## config.mk

```make
export PLATFORM = sky130hd
export DESIGN_NAME = bitmap_frame_allocator_flat
export DESIGN_NICKNAME = d
export VERILOG_FILES = /design/src/rtl/bfa_pkg.sv /design/src/rtl/bfa_if.sv /design/src/rtl/bitmap_frame_allocator.sv /design/src/flat_wrapper.sv
export SDC_FILE = /design/constraint.sdc
export NUM_CORES = 1
export LEC_CHECK = 0
export ABC_AREA = 1
export BUFFER_PORTS_ARGS = -buffer_cell sky130_fd_sc_hd__buf_2
export CAP_MARGIN = 30
export CORE_MARGIN = 4
export CORE_UTILIZATION = 60
export DETAILED_ROUTE_END_ITERATION = 10
export MAX_ROUTING_LAYER = met4
export PLACE_DENSITY = 0.86
export REMOVE_ABC_BUFFERS = 1
export SLEW_MARGIN = 20
export SYNTH_ARGS = -nofsm -noshare
export SYNTH_HDL_FRONTEND = slang
export SYNTH_SLANG_ARGS = --single-unit
```

## constraint.sdc

```tcl
create_clock -name i_clk -period 3.4 [get_ports i_clk]
set_input_delay 0.34 -clock i_clk [delete_from_list [all_inputs] [get_ports i_clk]]
set_output_delay 0.34 -clock i_clk [all_outputs]
set_load 0.01 [all_outputs]
```

## src/rtl/bfa_pkg.sv

```systemverilog
// ---------------------------------------------------------------------------
// bfa_pkg
// shared sizes, operation and status codes and item types of the frame allocator
// ---------------------------------------------------------------------------
package bfa_pkg;

    localparam int NUM_FRAMES   = 32;
    localparam int MAX_RESULTS  = 32;
    localparam int FRAME_W      = (NUM_FRAMES > 1) ? $clog2(NUM_FRAMES) : 1;
    localparam int CNT_W        = $clog2(NUM_FRAMES + 1);
    localparam int CMP_W        = 7;
    localparam int PAGE_CNT_W   = 6;
    localparam int FRAME_NUM_W  = 5;
    localparam int PAGE_IDX_W   = 5;

    localparam logic FUNC_ALLOC = 1'b0;
    localparam logic FUNC_FREE  = 1'b1;

    localparam logic STATUS_OK   = 1'b0;
    localparam logic STATUS_FAIL = 1'b1;

    typedef struct packed {
        logic                   func;
        logic [PAGE_CNT_W-1:0]  page_count;
        logic [FRAME_NUM_W-1:0] frame_to_free;
    } t_req;

    typedef struct packed {
        logic                   status;
        logic                   frame_valid;
        logic [PAGE_IDX_W-1:0]  page_index;
        logic [FRAME_NUM_W-1:0] frame_number;
        logic                   last;
    } t_res;

endpackage

```

## src/rtl/bfa_if.sv

```systemverilog
// ---------------------------------------------------------------------------
// bfa_req_if / bfa_res_if
// valid/ready channels carrying request and result items
// ---------------------------------------------------------------------------
interface bfa_req_if;
    logic          valid;
    logic          ready;
    bfa_pkg::t_req data;

    modport source (output valid, output data, input ready);
    modport sink   (input valid, input data, output ready);
endinterface

interface bfa_res_if;
    logic          valid;
    logic          ready;
    bfa_pkg::t_res data;

    modport source (output valid, output data, input ready);
    modport sink   (input valid, input data, output ready);
endinterface

```

## src/rtl/bitmap_frame_allocator.sv

```systemverilog
// ---------------------------------------------------------------------------
// bitmap_frame_allocator
// first-fit page frame allocator over a one-bit-per-frame occupancy memory
// ---------------------------------------------------------------------------
// After reset the block sweeps the occupancy memory clear, one frame a cycle,
// and takes no item meanwhile. An allocate item then walks the frames upward
// from frame 0 through the memory's read and write ports: each frame passes a
// read state and a check state, one result per frame taken, and a free frame
// waits in the check state while the result register is full. A failing or
// zero-page request is decided at once, a failing one from a running free
// count and the result limit, and gives its single result from the put state
// once the result register is free. A free item reads the frame's bit, then
// clears it if set, and gives no result. One item is worked on at a time; the
// result register lets the next item be accepted while the last result still waits.
module bitmap_frame_allocator (
    input  logic          i_clk,
    input  logic          i_rst_n,
    bfa_req_if.sink       i_req,
    bfa_res_if.source     o_res
);

    localparam logic [2:0] S_CLEAR    = 3'd0;
    localparam logic [2:0] S_IDLE     = 3'd1;
    localparam logic [2:0] S_SCAN_RD  = 3'd2;
    localparam logic [2:0] S_SCAN_CHK = 3'd3;
    localparam logic [2:0] S_FREE_CHK = 3'd4;
    localparam logic [2:0] S_PUT      = 3'd5;

    // occupancy memory
    logic                        mem [bfa_pkg::NUM_FRAMES];
    logic                        r_rd_data;
    logic                        w_re;
    logic [bfa_pkg::FRAME_W-1:0] w_rd_addr;
    logic                        w_we;
    logic                        w_wr_data;

    logic [2:0]                     r_state,    n_state;
    logic [bfa_pkg::FRAME_W-1:0]    r_addr,     n_addr;
    logic [bfa_pkg::CNT_W-1:0]      r_free_cnt, n_free_cnt;
    logic [bfa_pkg::PAGE_CNT_W-1:0] r_want,     n_want;
    logic [bfa_pkg::PAGE_IDX_W-1:0] r_page,     n_page;
    logic                           r_put_status, n_put_status;
    logic                           r_out_valid, n_out_valid;
    bfa_pkg::t_res                  r_res,      n_res;

    logic w_slot;
    logic w_accept;
    logic w_last;
    logic w_fits;
    logic w_in_range;

    always_ff @(posedge i_clk) begin
        if (w_we) begin
            mem[r_addr] <= w_wr_data;
        end
        if (w_re) begin
            r_rd_data <= mem[w_rd_addr];
        end
    end

    assign w_slot   = !r_out_valid || o_res.ready;
    assign i_req.ready = (r_state == S_IDLE);
    assign w_accept = i_req.valid && i_req.ready;
    assign w_last   = ((bfa_pkg::PAGE_CNT_W'(r_page) + bfa_pkg::PAGE_CNT_W'(1)) == r_want);

    assign w_fits = (i_req.data.page_count != '0)
        && (bfa_pkg::CMP_W'(i_req.data.page_count) <= bfa_pkg::CMP_W'(bfa_pkg::MAX_RESULTS))
        && (bfa_pkg::CMP_W'(i_req.data.page_count) <= bfa_pkg::CMP_W'(r_free_cnt));
    assign w_in_range = bfa_pkg::CMP_W'(i_req.data.frame_to_free)
        < bfa_pkg::CMP_W'(bfa_pkg::NUM_FRAMES);

    always_comb begin
        n_state      = r_state;
        n_addr       = r_addr;
        n_free_cnt   = r_free_cnt;
        n_want       = r_want;
        n_page       = r_page;
        n_put_status = r_put_status;
        n_out_valid  = r_out_valid;
        n_res        = r_res;
        w_re         = 1'b0;
        w_rd_addr    = r_addr;
        w_we         = 1'b0;
        w_wr_data    = 1'b0;

        if (r_out_valid && o_res.ready) begin
            n_out_valid = 1'b0;
        end

        unique case (r_state)
            S_CLEAR: begin
                w_we = 1'b1;
                if (r_addr == bfa_pkg::FRAME_W'(bfa_pkg::NUM_FRAMES - 1)) begin
                    n_state = S_IDLE;
                end else begin
                    n_addr = r_addr + bfa_pkg::FRAME_W'(1);
                end
            end
            S_IDLE: begin
                if (w_accept) begin
                    if (i_req.data.func == bfa_pkg::FUNC_FREE) begin
                        if (w_in_range) begin
                            w_re      = 1'b1;
                            w_rd_addr = bfa_pkg::FRAME_W'(i_req.data.frame_to_free);
                            n_addr    = bfa_pkg::FRAME_W'(i_req.data.frame_to_free);
                            n_state   = S_FREE_CHK;
                        end
                    end else if (i_req.data.page_count == '0) begin
                        n_put_status = bfa_pkg::STATUS_OK;
                        n_state      = S_PUT;
                    end else if (!w_fits) begin
                        n_put_status = bfa_pkg::STATUS_FAIL;
                        n_state      = S_PUT;
                    end else begin
                        n_want  = i_req.data.page_count;
                        n_page  = '0;
                        n_addr  = '0;
                        n_state = S_SCAN_RD;
                    end
                end
            end
            S_SCAN_RD: begin
                w_re    = 1'b1;
                n_state = S_SCAN_CHK;
            end
            S_SCAN_CHK: begin
                if (r_rd_data) begin
                    n_addr  = r_addr + bfa_pkg::FRAME_W'(1);
                    n_state = S_SCAN_RD;
                end else if (w_slot) begin
                    w_we        = 1'b1;
                    w_wr_data   = 1'b1;
                    n_free_cnt  = r_free_cnt - bfa_pkg::CNT_W'(1);
                    n_out_valid = 1'b1;
                    n_res.status       = bfa_pkg::STATUS_OK;
                    n_res.frame_valid  = 1'b1;
                    n_res.page_index   = r_page;
                    n_res.frame_number = bfa_pkg::FRAME_NUM_W'(r_addr);
                    n_res.last         = w_last;
                    if (w_last) begin
                        n_state = S_IDLE;
                    end else begin
                        n_page  = r_page + bfa_pkg::PAGE_IDX_W'(1);
                        n_addr  = r_addr + bfa_pkg::FRAME_W'(1);
                        n_state = S_SCAN_RD;
                    end
                end
            end
            S_FREE_CHK: begin
                // only an occupied frame gives a frame back to the count
                if (r_rd_data) begin
                    w_we       = 1'b1;
                    n_free_cnt = r_free_cnt + bfa_pkg::CNT_W'(1);
                end
                n_state = S_IDLE;
            end
            S_PUT: begin
                if (w_slot) begin
                    n_out_valid        = 1'b1;
                    n_res.status       = r_put_status;
                    n_res.frame_valid  = 1'b0;
                    n_res.page_index   = '0;
                    n_res.frame_number = '0;
                    n_res.last         = 1'b1;
                    n_state            = S_IDLE;
                end
            end
            default: begin
                n_state = S_IDLE;
            end
        endcase
    end

    always_ff @(posedge i_clk) begin
        if (!i_rst_n) begin
            r_state     <= S_CLEAR;
            r_addr      <= '0;
            r_free_cnt  <= bfa_pkg::CNT_W'(bfa_pkg::NUM_FRAMES);
            r_out_valid <= 1'b0;
        end else begin
            r_state     <= n_state;
            r_addr      <= n_addr;
            r_free_cnt  <= n_free_cnt;
            r_out_valid <= n_out_valid;
        end
        r_want       <= n_want;
        r_page       <= n_page;
        r_put_status <= n_put_status;
        r_res        <= n_res;
    end

    assign o_res.valid = r_out_valid;
    assign o_res.data  = r_res;

    // free count can never pass the number of frames
    a_cnt_bound: assert property (@(posedge i_clk) disable iff (!i_rst_n)
        r_free_cnt <= bfa_pkg::CNT_W'(bfa_pkg::NUM_FRAMES))
        else $error("free count above frame count");

    // a running scan always has enough free frames left to finish
    a_scan_room: assert property (@(posedge i_clk) disable iff (!i_rst_n)
        (r_state == S_SCAN_RD || r_state == S_SCAN_CHK) |->
        (bfa_pkg::CMP_W'(r_want) - bfa_pkg::CMP_W'(r_page) <= bfa_pkg::CMP_W'(r_free_cnt)))
        else $error("scan outran the free frames");

    // no item taken while the memory is being cleared
    a_clear_block: assert property (@(posedge i_clk) disable iff (!i_rst_n)
        (r_state == S_CLEAR) |-> !i_req.ready)
        else $error("item accepted during clearing pass");

    // a scan only marks a frame that it has just read as free
    a_mark_free: assert property (@(posedge i_clk) disable iff (!i_rst_n)
        (r_state == S_SCAN_CHK && w_we) |-> (!r_rd_data && n_out_valid))
        else $error("scan marked an occupied frame");

    // a result is only loaded into a free or draining slot
    a_no_overwrite: assert property (@(posedge i_clk) disable iff (!i_rst_n)
        (r_out_valid && !o_res.ready) |=> ($stable(r_res) && r_out_valid))
        else $error("pending result overwritten");

endmodule

```

## src/flat_wrapper.sv

```systemverilog
// flat-port wrapper written by rule: the top's interface ports become plain ports
module bitmap_frame_allocator_flat 
  (i_clk, i_rst_n, i_req_valid, i_req_data, i_req_ready, o_res_valid, o_res_data, o_res_ready);
  bfa_req_if i_req_i ();
  bfa_res_if o_res_i ();
  input  logic i_clk;
  input  logic i_rst_n;
  input wire logic [$bits(i_req_i.valid)-1:0] i_req_valid;
  input wire logic [$bits(i_req_i.data)-1:0] i_req_data;
  output wire logic [$bits(i_req_i.ready)-1:0] i_req_ready;
  output wire logic [$bits(o_res_i.valid)-1:0] o_res_valid;
  output wire logic [$bits(o_res_i.data)-1:0] o_res_data;
  input wire logic [$bits(o_res_i.ready)-1:0] o_res_ready;
  assign i_req_i.valid = i_req_valid;
  assign i_req_i.data = i_req_data;
  assign i_req_ready = i_req_i.ready;
  assign o_res_valid = o_res_i.valid;
  assign o_res_data = o_res_i.data;
  assign o_res_i.ready = o_res_ready;
  bitmap_frame_allocator u_core (.i_clk(i_clk), .i_rst_n(i_rst_n), .i_req(i_req_i), .o_res(o_res_i));
endmodule
```

==> key figures <==
Synthesis
  – Distinct cells, synth: 35
  – Top_reg_cell synth: edfxtp_1
  – Largest area contributor in the netlist: edfxtp_1
  – FF+latch count, synth: 73
  – Adder-Cell Fraction of Synth Area: under 10%
  – Cells after Synth: between 400 and 500
  – Post-Syn Area: 0.00408 mm²
  – Post-synth EDFFs: 58
  – Share of the yosys chip area belonging to registers: 50.0%
  – Simple-gate share of the synthesized area: between 20% and 30%
  – Xor/xnor share of the synthesized area: between 2 and 2.5%
  – Synthesized area per cell: 8.49 µm²
  – Mux cell area share after synthesis: 0%
  – YS warnings: 0
  – Largest cells by area after synthesis: edfxtp_1 43%, nand2_1 8.1%, nor2_1 7.6%
  – Main combinational cell family by area after synthesis: simple AND/OR/NAND/NOR gates
  – Synth Area in Compound Gates: 5.18%
  – Post-synth ARST share: 0%
  – Synth top area share: a little over two fifths

Finish
  – Most frequent cells in the layout: 88 x nand2_1, 83 x nor2_1, 63 x inv_1
  – Layout Nets: about 550
  – Fin area: about 0.0045 mm²
  – Most common cell after layout, fill and taps aside: nand2_1
  – Final cell count without fillers: a little under 600
  – Inserted Diodes: 0
  – Area Growth Syn to Fin: 9.44%
  – Fraction of layout cells with a size suffix above 1: between 10% and 20%

Routing
  – Vias/cell: 5.77
  – Initial DRT Pass Iterations: 6
  – Routed Antenna Nets: 0
  – Total wire length: between 8 and 9 mm
  – DR vias: 3437
  – 1st-iter DRT viols: 300
  – Drt wl/cell: around 15 µm
  – Drc violations: 0

Job
  – Max Cap Viol: 0

Setup path
  – Worst reg2reg path depth: 12
  – Worst EP arrival: around 2600 ps
  – FF-to-FF End: u_core.r_rd_data
  – Critical path startpoint: u_core.r_state[2]
  – Crit start category: register
  – Reg-to-reg startpoint: u_core.r_state[2]
  – Worst Setup Path Type: register to register
  – Largest fanout on the critical path: 17
  – Data required time of the worst path: roughly 3500 ps
  – R2R Setup Slk: 880 ps
  – CP Capture Type: register

Floorplan
  – Io pins: 31
  – Die width: a little over 90 µm
  – Die Y: 90.5 µm
  – Core area: about 0.0065 mm²
  – DIE AREA: 0.00819 mm²
  – Rows: 29
  – Initial Util: 62.9%

Clocking
  – CTS buffer count: 9
  – Post-CTS Setup Repair Bufs: 0
  – Worst-case clock buffer depth: 2
  – CTS Sinks: 73
  – Hold buffers post-CTS: 0
  – H-tree depth: 3
  – Worst skew pair latency: around 360 ps
  – CTS clk-pin slew, worst paths: ~70 ps
  – Post-CTS Resized: 0
  – CTS tree: built
  – Clk root buf: clkbuf_8

Min path
  – Hold endpoint: u_core.r_want[0]
  – Hold path startpoint: i_req_data[5]
  – Hold Path Stages: 1
  – Worst hold path type: input port to register

Pwr
  – PwrDens: 675 mW/mm²
  – VDD IR-drop max: about 480 µV
  – LEAKAGE: approximately 0.002 µW

STA
  – Max-slew violations: 0
  – Final hold slack: 187 ps
  – Highest Clock Rate: 397 MHz
  – Tmin final: about 2500 ps
  – RSZ-0062 raised after global routing: false
  – Slew margin rel.: about 65%
  – Final hold vios: 0
  – Setup TNS: 0 ps
  – Slew of the pin with the lowest slew margin: about 530 ps
  – Final setup vio count: 0
  – Setup ws final: between 800 and 900 ps
  – Final worst clock skew: 9.70 ps
  – Tcrit/Tclk final: between 70% and 80%

Placed design
  – Post-DP HPWL: around 6 mm
  – Cell area after placement: between 0.004 and 0.005 mm²
  – I/O Buffers: 30
  – Routability cong.: a little over 0.9
  – Total placed cells including tap cells: a little under 600
  – Place WS: 982 ps

GRT
  – Vias in the first global route: ~3.2k
  – Largest net degree at the start of global routing: 33
  – Global router's overall resource usage: between 20% and 30%
  – Remaining Overflow, GRT: 0
  – First-pass GRT wire length: approximately 15 mm
  – Antenna violations before repair: 0

Status
  – Outcome: finished clean
-- worst max-delay path, cell delays in order (launching register included) --
cell and delay, ps:
dfxtp_1 340, inv_2 110, nand2_2 70, nor2_2 420, nand3_2 470, nand2_4 350, nand2_1 90, nand3_1 80
nand3_1 70, nand3_1 100, nand2_1 70, nand2_1 60, nand2_1 50
-- cell families (layout without fill, tap and decap cells) --
| group | after synthesis | after routing |
|---|---|---|
| xor+xnor | 10 | 10 |
| simple gates | 261 | 261 |
| buf+inv | 82 | 120 |
| fa+ha+maj | 17 | 17 |
| flops | 73 | 73 |
| compound gates | 38 | 38 |
-- sequential cells by signal (all words and copies together), names as in the netlist --
name / count
u_core.mem: 32
u_core.o_res.data: 13
u_core.r_free_cnt: 6
u_core.r_want: 6
u_core.r_addr: 5
u_core.r_page: 5
u_core.r_state: 3
u_core.o_res.valid: 1
u_core.r_put_status: 1
u_core.r_rd_data: 1
-- through the flow --
| step | utilization (%) | power, µW |
|---|---|---|
| finish | 68.8 | 3020 |
| global route | 68.8 | 3210 |
| CTS | 68.7 | 2990 |
| detailed placement | 65.5 | 2270 |
| global placement | 65.5 | 2230 |
| floorplan | - | 1980 |
-- cell usage after synthesis, types with 5 or more instances --
cell / instances
ha_1: 16
a21oi_1: 14
nor2_1: 83
nand4_1: 5
nand3b_1: 7
buf_6: 5
inv_2: 8
inv_1: 63
nand2_1: 88
nand2_2: 10
edfxtp_1: 58
dfxtp_1: 15
o21ai_0: 14
nand3_1: 53
xor2_1: 5
xnor2_1: 5
nor3_1: 6
-- worst max path at each step --
| stage | endpoint | slack, ps | cells after the start |
|---|---|---|---|
| floorplan | u_core.mem[28] | 910 | 8 |
| global placement | u_core.r_rd_data | 970 | 12 |
| detailed placement | u_core.r_rd_data | 980 | 12 |
| CTS | u_core.r_rd_data | 960 | 12 |
| global route | u_core.r_rd_data | 670 | 12 |
| finish | u_core.r_rd_data | 880 | 12 |
-- report_power, final --
group          leakage, µW  switching [µW]  total [µW]  internal (µW)
sequential        0.000656            88.4        1170           1080
clock             0.000104             330         736            405
combinational      0.00123             762        1120            355
total              0.00199            1180        3020           1840
-- layer usage --
metal | vias up | wire length (µm) | global-route usage, %
met5 | - | 0 | -
met4 | 0 | 176 | 8.67
met3 | 19 | 777 | 5.42
met2 | 191 | 3940 | 34.0
met1 | 1587 | 3860 | 30.8
li1 | 1640 | - | -
-- cell type report --
cell class              count  area, µm²
fillers                   504       2030
well taps                  77       96.3
flip-flops and latches     73       2040
inverters                  71        267
multi-input cells         326       1680
clock inverters             7       85.1
repair buffers             33        173
clock buffers               9        124
(Power assumes the default switching activity.)
